**src/twms_pkg.sv**
```systemverilog
package twms_pkg;

    localparam int WINDOW_SLOTS = 32;
    localparam int MODE_COUNT   = 16;
    localparam int TYPE_COUNT   = 16;
    localparam int SLOT_AW      = $clog2(WINDOW_SLOTS);

    // Item kinds carried on the input tuser bit.
    localparam logic OP_WRITE = 1'b0;
    localparam logic OP_QUERY = 1'b1;

    // Window kinds.
    localparam logic [1:0] KIND_EMPTY    = 2'd0;
    localparam logic [1:0] KIND_ABSOLUTE = 2'd1;
    localparam logic [1:0] KIND_DAY      = 2'd2;
    localparam logic [1:0] KIND_DAILY    = 2'd3;

    localparam int ODD_MINUTE_BIT = 7;
    localparam logic [2:0] WDAY_SUNDAY   = 3'd0;
    localparam logic [2:0] WDAY_SATURDAY = 3'd6;
    localparam logic [2:0] SUNDAY_MASK_BIT = 3'd6;

    // Priority reported for the default mode (-1 in nine bits).
    localparam logic signed [8:0] DEFAULT_PRIO = -9'sd1;

    typedef struct packed {
        logic [7:0] prio;
        logic [7:0] day_mask;
        logic [1:0] kind;
        logic [3:0] mode_num;
        logic [3:0] type_num;
    } t_info;

    typedef struct packed {
        logic [31:0] hi;
        logic [31:0] lo;
    } t_bounds;

    typedef struct packed {
        logic [3:0]  type_num;
        logic [31:0] epoch;
        logic [2:0]  wday;
        logic [10:0] minute;
    } t_query;

    typedef struct packed {
        logic             we;
        logic [SLOT_AW-1:0] waddr;
        logic             re;
        logic [SLOT_AW-1:0] raddr;
    } t_ram_ctl;

    typedef struct packed {
        logic       hit;
        logic [3:0] mode_num;
        logic [7:0] prio;
    } t_hit;

    typedef struct packed {
        logic signed [8:0] prio;
        logic              custom;
        logic [4:0]        mode_index;
    } t_result;

    typedef enum logic [1:0] {
        ST_IDLE,
        ST_SCAN,
        ST_LAST,
        ST_DONE
    } t_state;

endpackage

```
**src/twms_ram.sv**
```systemverilog
module twms_ram #(
    parameter int WIDTH = 8,
    parameter int DEPTH = 32
) (
    input  logic                     i_clk,
    input  logic                     i_we,
    input  logic [$clog2(DEPTH)-1:0] i_waddr,
    input  logic [WIDTH-1:0]         i_wdata,
    input  logic                     i_re,
    input  logic [$clog2(DEPTH)-1:0] i_raddr,
    output logic [WIDTH-1:0]         o_rdata
);

    logic [WIDTH-1:0] r_mem [DEPTH];
    logic [WIDTH-1:0] r_rdata;

    always_ff @(posedge i_clk) begin
        if (i_we) begin
            r_mem[i_waddr] <= i_wdata;
        end
        if (i_re) begin
            r_rdata <= r_mem[i_raddr];
        end
    end

    assign o_rdata = r_rdata;

endmodule

```
**src/twms_match.sv**
```systemverilog
module twms_match (
    input  logic             i_live,
    input  twms_pkg::t_info   i_info,
    input  twms_pkg::t_bounds i_bounds,
    input  twms_pkg::t_query  i_query,
    output twms_pkg::t_hit    o_hit
);

    logic [2:0]  day_sel;
    logic        day_ok;
    logic [31:0] minute_w;
    logic        tod_ok;
    logic        abs_ok;
    logic        active;
    logic        tag_ok;

    always_comb begin
        day_sel = (i_query.wday == twms_pkg::WDAY_SUNDAY) ? twms_pkg::SUNDAY_MASK_BIT
                                                         : i_query.wday - 3'd1;
        if (i_info.day_mask[twms_pkg::ODD_MINUTE_BIT]) begin
            day_ok = i_query.minute[0];
        end else if (i_query.wday > twms_pkg::WDAY_SATURDAY) begin
            day_ok = 1'b0;
        end else begin
            day_ok = i_info.day_mask[day_sel];
        end

        // A time-of-day range with start at or past its end wraps midnight.
        minute_w = 32'(i_query.minute);
        if (i_bounds.lo < i_bounds.hi) begin
            tod_ok = (minute_w >= i_bounds.lo) && (minute_w <= i_bounds.hi);
        end else begin
            tod_ok = (minute_w >= i_bounds.lo) || (minute_w <= i_bounds.hi);
        end
        abs_ok = (i_query.epoch >= i_bounds.lo) && (i_query.epoch <= i_bounds.hi);

        case (i_info.kind)
            twms_pkg::KIND_ABSOLUTE: active = abs_ok;
            twms_pkg::KIND_DAY:      active = day_ok && tod_ok;
            twms_pkg::KIND_DAILY:    active = tod_ok;
            default:                 active = 1'b0;
        endcase

        tag_ok = (i_info.type_num == i_query.type_num)
              && (int'(i_query.type_num) < twms_pkg::TYPE_COUNT)
              && (int'(i_info.mode_num) < twms_pkg::MODE_COUNT);

        o_hit.hit      = i_live && tag_ok && active;
        o_hit.mode_num = i_info.mode_num;
        o_hit.prio     = i_info.prio;
    end

endmodule

```
**src/twms_seq.sv**
```systemverilog
module twms_seq (
    input  logic                        i_clk,
    input  logic                        i_rst_n,
    input  logic                        i_in_valid,
    output logic                        o_in_ready,
    input  logic                        i_opcode,
    input  logic [4:0]                  i_slot,
    input  twms_pkg::t_query            i_query,
    output twms_pkg::t_query            o_query,
    output twms_pkg::t_ram_ctl          o_ram_ctl,
    output logic                        o_rd_live,
    input  twms_pkg::t_hit              i_hit,
    output twms_pkg::t_result           o_result,
    output logic                        o_out_valid,
    input  logic                        i_out_ready
);

    twms_pkg::t_state r_state, n_state;
    logic [twms_pkg::SLOT_AW-1:0] r_addr;
    logic [twms_pkg::WINDOW_SLOTS-1:0] r_valid;
    logic r_rd_vld;
    logic r_rd_live;
    twms_pkg::t_query r_query;
    logic r_found;
    logic [7:0] r_best_prio;
    logic [3:0] r_best_mode;
    logic r_out_valid;
    twms_pkg::t_result r_result;

    logic accept;
    logic wr_hit;
    logic last_addr;
    logic load_out;
    logic better;

    always_comb begin
        n_state = r_state;
        case (r_state)
            twms_pkg::ST_IDLE: begin
                if (accept && i_opcode == twms_pkg::OP_QUERY) begin
                    n_state = twms_pkg::ST_SCAN;
                end
            end
            twms_pkg::ST_SCAN: begin
                if (last_addr) begin
                    n_state = twms_pkg::ST_LAST;
                end
            end
            twms_pkg::ST_LAST: n_state = twms_pkg::ST_DONE;
            twms_pkg::ST_DONE: begin
                if (load_out) begin
                    n_state = twms_pkg::ST_IDLE;
                end
            end
            default: n_state = twms_pkg::ST_IDLE;
        endcase
    end

    always_comb begin
        o_in_ready      = (r_state == twms_pkg::ST_IDLE);
        accept          = i_in_valid && o_in_ready;
        wr_hit          = accept && (i_opcode == twms_pkg::OP_WRITE)
                       && (int'(i_slot) < twms_pkg::WINDOW_SLOTS);
        last_addr       = (r_addr == twms_pkg::SLOT_AW'(twms_pkg::WINDOW_SLOTS - 1));
        load_out        = (r_state == twms_pkg::ST_DONE) && (!r_out_valid || i_out_ready);
        o_ram_ctl.we    = wr_hit;
        o_ram_ctl.waddr = twms_pkg::SLOT_AW'(i_slot);
        o_ram_ctl.re    = (r_state == twms_pkg::ST_SCAN);
        o_ram_ctl.raddr = r_addr;
        better = !r_found || (i_hit.prio > r_best_prio)
              || ((i_hit.prio == r_best_prio) && (i_hit.mode_num < r_best_mode));
    end

    always_ff @(posedge i_clk) begin
        if (!i_rst_n) begin
            r_state     <= twms_pkg::ST_IDLE;
            r_valid     <= '0;
            r_rd_vld    <= 1'b0;
            r_out_valid <= 1'b0;
            r_found     <= 1'b0;
            r_addr      <= '0;
        end else begin
            r_state  <= n_state;
            r_rd_vld <= (r_state == twms_pkg::ST_SCAN);
            if (wr_hit) begin
                r_valid[twms_pkg::SLOT_AW'(i_slot)] <= 1'b1;
            end
            if (accept) begin
                r_addr  <= '0;
                r_found <= 1'b0;
            end else if (r_state == twms_pkg::ST_SCAN) begin
                r_addr <= r_addr + 1'b1;
            end
            if (r_rd_vld && i_hit.hit && better) begin
                r_found <= 1'b1;
            end
            if (load_out) begin
                r_out_valid <= 1'b1;
            end else if (i_out_ready) begin
                r_out_valid <= 1'b0;
            end
        end
    end

    always_ff @(posedge i_clk) begin
        r_rd_live <= r_valid[r_addr];
        if (accept) begin
            r_query <= i_query;
        end
        if (r_rd_vld && i_hit.hit && better) begin
            r_best_prio <= i_hit.prio;
            r_best_mode <= i_hit.mode_num;
        end
        if (load_out) begin
            r_result.custom <= r_found;
            if (r_found) begin
                r_result.mode_index <= 5'(r_best_mode) + 5'd1;
                r_result.prio       <= $signed({1'b0, r_best_prio});
            end else begin
                r_result.mode_index <= '0;
                r_result.prio       <= twms_pkg::DEFAULT_PRIO;
            end
        end
    end

    assign o_query     = r_query;
    assign o_rd_live   = r_rd_live;
    assign o_result    = r_result;
    assign o_out_valid = r_out_valid;

endmodule

```
**src/time_window_mode_selector.sv**
```systemverilog
// Time-window mode selector. Write words (tuser low) load one slot of a 32-entry window
// table. Query words (tuser high) walk the whole table through one read port of the
// table memories, one slot per cycle, keep the best active window of the queried type
// (highest priority, then lowest mode number), and return one result word: a query is
// accepted, each slot is read in turn, the last slot is evaluated and the result is loaded
// into the output register once it is free or being drained; no new word is taken until
// then. The result sits in an output register, so the next word is accepted while it
// waits. Slot occupancy is kept in flip-flops cleared by reset, so no clearing pass
// follows reset and the block is ready as soon as reset ends.
module time_window_mode_selector (
    input  logic           i_clk,
    input  logic           i_rst_n,
    input  logic           s_axis_tvalid,
    output logic           s_axis_tready,
    // From bit 0 up: slot[4:0], type_number[8:5], mode_number[12:9],
    // window_kind[14:13], day_mask[22:15], window_start[54:23], window_end[86:55],
    // priority_req[94:87], current_epoch[126:95], weekday[129:127],
    // minute_of_day[140:130], zero fill[143:141].
    input  logic [143:0]   s_axis_tdata,
    // opcode: 0 write, 1 query.
    input  logic           s_axis_tuser,
    output logic           m_axis_tvalid,
    input  logic           m_axis_tready,
    // From bit 0 up: mode_index[4:0], custom_matched[5], applied_priority[14:6],
    // zero fill[15].
    output logic [15:0]    m_axis_tdata
);

    twms_pkg::t_query   in_query;
    twms_pkg::t_query   cur_query;
    twms_pkg::t_ram_ctl ram_ctl;
    twms_pkg::t_info    wr_info;
    twms_pkg::t_bounds  wr_bounds;
    twms_pkg::t_info    rd_info;
    twms_pkg::t_bounds  rd_bounds;
    twms_pkg::t_hit     hit;
    twms_pkg::t_result  result;
    logic               rd_live;

    // Query fields share the input word with the write fields.
    assign in_query.type_num = s_axis_tdata[8:5];
    assign in_query.epoch    = s_axis_tdata[126:95];
    assign in_query.wday     = s_axis_tdata[129:127];
    assign in_query.minute   = s_axis_tdata[140:130];

    assign wr_info.type_num = s_axis_tdata[8:5];
    assign wr_info.mode_num = s_axis_tdata[12:9];
    assign wr_info.kind     = s_axis_tdata[14:13];
    assign wr_info.day_mask = s_axis_tdata[22:15];
    assign wr_info.prio     = s_axis_tdata[94:87];
    assign wr_bounds.lo     = s_axis_tdata[54:23];
    assign wr_bounds.hi     = s_axis_tdata[86:55];

    // Window descriptors: type, mode, kind, day mask and priority.
    twms_ram #(
        .WIDTH($bits(twms_pkg::t_info)),
        .DEPTH(twms_pkg::WINDOW_SLOTS)
    ) u_info_ram (
        .i_clk  (i_clk),
        .i_we   (ram_ctl.we),
        .i_waddr(ram_ctl.waddr),
        .i_wdata(wr_info),
        .i_re   (ram_ctl.re),
        .i_raddr(ram_ctl.raddr),
        .o_rdata(rd_info)
    );

    // Start and end bounds; read for every slot in a scan, written or not.
    twms_ram #(
        .WIDTH($bits(twms_pkg::t_bounds)),
        .DEPTH(twms_pkg::WINDOW_SLOTS)
    ) u_bounds_ram (
        .i_clk  (i_clk),
        .i_we   (ram_ctl.we),
        .i_waddr(ram_ctl.waddr),
        .i_wdata(wr_bounds),
        .i_re   (ram_ctl.re),
        .i_raddr(ram_ctl.raddr),
        .o_rdata(rd_bounds)
    );

    // Decides whether the slot just read is an active window of the queried type.
    twms_match u_match (
        .i_live  (rd_live),
        .i_info  (rd_info),
        .i_bounds(rd_bounds),
        .i_query (cur_query),
        .o_hit   (hit)
    );

    // Handshake, table scan sequencing, best-window tracking and the output register.
    twms_seq u_seq (
        .i_clk      (i_clk),
        .i_rst_n    (i_rst_n),
        .i_in_valid (s_axis_tvalid),
        .o_in_ready (s_axis_tready),
        .i_opcode   (s_axis_tuser),
        .i_slot     (s_axis_tdata[4:0]),
        .i_query    (in_query),
        .o_query    (cur_query),
        .o_ram_ctl  (ram_ctl),
        .o_rd_live  (rd_live),
        .i_hit      (hit),
        .o_result   (result),
        .o_out_valid(m_axis_tvalid),
        .i_out_ready(m_axis_tready)
    );

    assign m_axis_tdata = {1'b0, result.prio, result.custom, result.mode_index};

`ifndef ASSERT_OFF
    // A write word never produces a result word.
    a_write_silent: assert property (@(posedge i_clk) disable iff (!i_rst_n)
        (s_axis_tvalid && s_axis_tready && s_axis_tuser == twms_pkg::OP_WRITE
         && !m_axis_tvalid) |=> !m_axis_tvalid)
        else $error("write word produced a result");

    // The table is busy scanning right after a query is taken.
    a_query_busy: assert property (@(posedge i_clk) disable iff (!i_rst_n)
        (s_axis_tvalid && s_axis_tready && s_axis_tuser == twms_pkg::OP_QUERY)
        |=> !s_axis_tready)
        else $error("input accepted during a table scan");

    // A custom result carries a nonzero mode index and a nonnegative priority;
    // the default result carries index zero and priority -1.
    a_result_form: assert property (@(posedge i_clk) disable iff (!i_rst_n)
        m_axis_tvalid |-> (m_axis_tdata[5]
            ? (m_axis_tdata[4:0] != 5'd0 && !m_axis_tdata[14])
            : (m_axis_tdata[4:0] == 5'd0 && m_axis_tdata[14:6] == 9'h1FF)))
        else $error("inconsistent result word");
`endif

endmodule

```
**config.mk**
```make
export PLATFORM = sky130hd
export DESIGN_NAME = time_window_mode_selector
export DESIGN_NICKNAME = d
export VERILOG_FILES = /design/src/twms_pkg.sv /design/src/twms_ram.sv /design/src/twms_match.sv /design/src/twms_seq.sv /design/src/time_window_mode_selector.sv
export SDC_FILE = /design/constraint.sdc
export NUM_CORES = 2
export LEC_CHECK = 0
export BUFFER_PORTS_ARGS = -buffer_cell sky130_fd_sc_hd__clkbuf_2
export CAP_MARGIN = 20
export CORE_ASPECT_RATIO = 1.5
export CORE_UTILIZATION = 35
export CTS_CLUSTER_SIZE = 16
export DETAILED_ROUTE_END_ITERATION = 7
export GPL_ROUTABILITY_DRIVEN = 0
export PLACE_DENSITY = 0.5
export SYNTH_ARGS = -nofsm -noshare
export SYNTH_HDL_FRONTEND = slang
export SYNTH_SLANG_ARGS = --single-unit
```
**constraint.sdc**
```tcl
create_clock -name i_clk -period 7.25 [get_ports i_clk]
set_input_delay 1.8125 -clock i_clk [delete_from_list [all_inputs] [get_ports i_clk]]
set_output_delay 1.8125 -clock i_clk [all_outputs]
set_load 0.005 [all_outputs]
```
==> flow_summary.toml <==
[status]
status = "finished, violations left"
violations = "design-rule violations"

[power]
leakage_nw = 41.0
power_density_mw_per_mm2 = 302
ir_drop_v = 0.000213
fin_total_pwr_w = 0.0411

[cells_and_area]
final_cells = 10000
nets = 5593
layout-drive-gt1-share = 0.313
final_cell_mix = "edfxtp_1, mux4_2, clkbuf_16"
fin_area_mm2 = 0.136
area_growth_pct = 14.1
layout_commonest_cell = "edfxtp_1"
fillers = 29700

[cts]
cts_max_path_buffers = 4
root_buffer = "clkbuf_16"
cts_buffers = 300
clk_pin_slew_ns = 0.07
ctsHoldBuffers = 0
htreeDepth = 5
insertion_delay_ns = 0.90
post_cts_resized = 0
clock-sinks = 3090
tritoncts = "yes"
postCtsSetupBuffers = 0

[synthesis]
ys_types = 54
synthCells = 4937
syn_area_mm2 = 0.119
async_reset_ff_frac = 0
synth.net_count = 5224
avgSynthCellArea_um2 = 24.1
ys_seq_area_frac = 0.776
yosysWarningCount = 0
ys_ff_latch = 3090
yosys_most_used_dff = "edfxtp_1"
synth_edf_count = 3047

[route]
wl_um = 327000
antenna_left = 0
vias = 54100
wl_per_cell_um = 32.6
drc = 24
dr.pass1.iters = 8
via_per_inst = 5.40
drt_iter0_markers = 5518

[placed_design]
placed_area_mm2 = 0.126
io_buffers = 162
dp.cells = 9475
hpwl_um = 171000

[setup_path]
startpoint_type = "register"
cp.required_ns = 7.77
cp.arrival_ns = 4.80
worstSetupPathType = "reg2reg"
worstPathMaxFanout = 12
cp-end-kind = "register"

[grt]
antenna_found_initial = 66
grt_max_degree = 128
grt_usage = 0.190
grt_pass1_vias = 57200
grt_overflow_total = 0
grt_pass1_wl_um = 452000

[die]
die_h_um = 716
die-area_mm2 = 0.342
ios = 167
fp.dieW_um = 478
fp-row-count = 261
coreArea_mm2 = 0.338
initial_utilization = 0.352

[sta]
fin_skew_ns = 0.0446
fin_crit_ns = 4.28
slew_headroom = 0.234
rsz0062_at_grt = "false"
finalSetupTns_ns = 0
finalCritPeriodShare = 0.590
worst_slew_pin_slew_ns = 1.15
hold_violations = 0
drv_slew = 0
fmax_ghz = 0.234
setup_viol = 0

[job]
cap_violations = 0

[worst_hold_path]
min_path_type = "reg2reg"
-- report_power, final --
part	total (W)	internal (W)	switching (W)
clock	0.0154	0.00862	0.00673
sequential	0.0205	0.0201	0.000362
combinational	0.00524	0.00255	0.00269
total	0.0411	0.0313	0.00978
-- per-stage QoR --
| step | util | setup slack (ns) | hold WS, ns |
|---|---|---|---|
| 2_1_floorplan | - | 0.583 | 0.426 |
| 3_3_place_gp | 0.374 | 2.16 | 0.448 |
| 3_5_place_dp | 0.374 | 2.26 | 0.455 |
| 4_1_cts | 0.402 | 3.09 | 0.461 |
| 5_1_grt | 0.402 | 2.90 | 0.472 |
| 6_report | 0.402 | 2.97 | 0.451 |
-- worst paths after layout --
kind / startpoint / end / slack (ns) / cells after the start
hold reg to reg: u_info_ram.o_rdata[7]$_DFFE_PP_ / u_seq.r_best_mode[3]$_DFFE_PP_ / 0.45 / 0
setup reg to reg: u_seq.o_query[11]$_DFFE_PP_ / u_seq.r_best_prio[1]$_DFFE_PP_ / 2.97 / 9
hold / removal: u_info_ram.o_rdata[7]$_DFFE_PP_ / u_seq.r_best_mode[3]$_DFFE_PP_ / 0.45 / 0
setup / recovery: u_seq.o_query[11]$_DFFE_PP_ / u_seq.r_best_prio[1]$_DFFE_PP_ / 2.97 / 9
-- kinds of logic after synthesis --
family,after synthesis,share of synthesized area
AO/OA/AOI/OAI,117,0.00618
XOR/XNOR,9,0.000662
adder cells (fa/ha/maj),138,0.0145
buffers and inverters,305,0.0105
flip-flops,3090,0.776
multiplexers,1008,0.181
other,1,0.0000315
AND/OR/NAND/NOR,269,0.0104
-- cell type report --
cell class / instances / area, µm² / share of cell area
clock inverters: 154 / 1390 / 0.0103
repair buffers: 288 / 2440 / 0.0180
diodes: 15 / 37.5 / 0.000276
well taps: 4471 / 5590 / 0.0412
clock buffers: 373 / 7980 / 0.0588
multi-input cells: 1542 / 25600 / 0.189
flip-flops and latches: 3090 / 92400 / 0.680
inverters: 84 / 315 / 0.00232
-- flip-flops by register name, summed over array words and instances (netlist names) --
name / count
u_seq.r_best_mode: 4
u_seq.o_result: 15
u_seq.o_out_valid: 1
u_bounds_ram.o_rdata: 64
u_seq.r_rd_vld: 1
u_seq.r_found: 1
u_seq.r_best_prio: 8
u_info_ram.r_mem: 832
u_seq.r_addr: 5
u_seq.o_rd_live: 1
u_seq.r_valid: 32
u_bounds_ram.r_mem: 2048
u_info_ram.o_rdata: 26
u_seq.o_query: 50
u_seq.r_state: 2
-- cell usage after synthesis (all sizes together) (12+ instances only) --
master	count	share of area
dfxtp	43	0.0072
mux4	910	0.17
nand3	12	0.00050
buf	94	0.0038
ha	138	0.015
o21ai	23	0.00097
nor3	12	0.00050
nand4	20	0.0011
nor4	13	0.00068
a21oi	45	0.0019
mux2	93	0.0088
edfxtp	3047	0.77
nand2	44	0.0014
nor2	134	0.0042
clkbuf	127	0.0040
inv	83	0.0026
-- worst max-delay path: stages, from the launching register on --
cell	delay [ns]
edfxtp_1	0.42
inv_1	0.12
ha_1	0.32
nor2b_1	0.17
nor3_1	0.19
a211oi_1	0.07
o311ai_0	0.53
nand4_1	0.44
nor4_2	1.00
and2_1	0.65
-- metal layers --
metal | track usage | routed length, µm
met5 | 0 | 207
met4 | 0.0501 | 8310
met3 | 0.0323 | 20200
met2 | 0.332 | 169000
met1 | 0.244 | 130000
No activity file was read; power rests on OpenSTA's default activity.
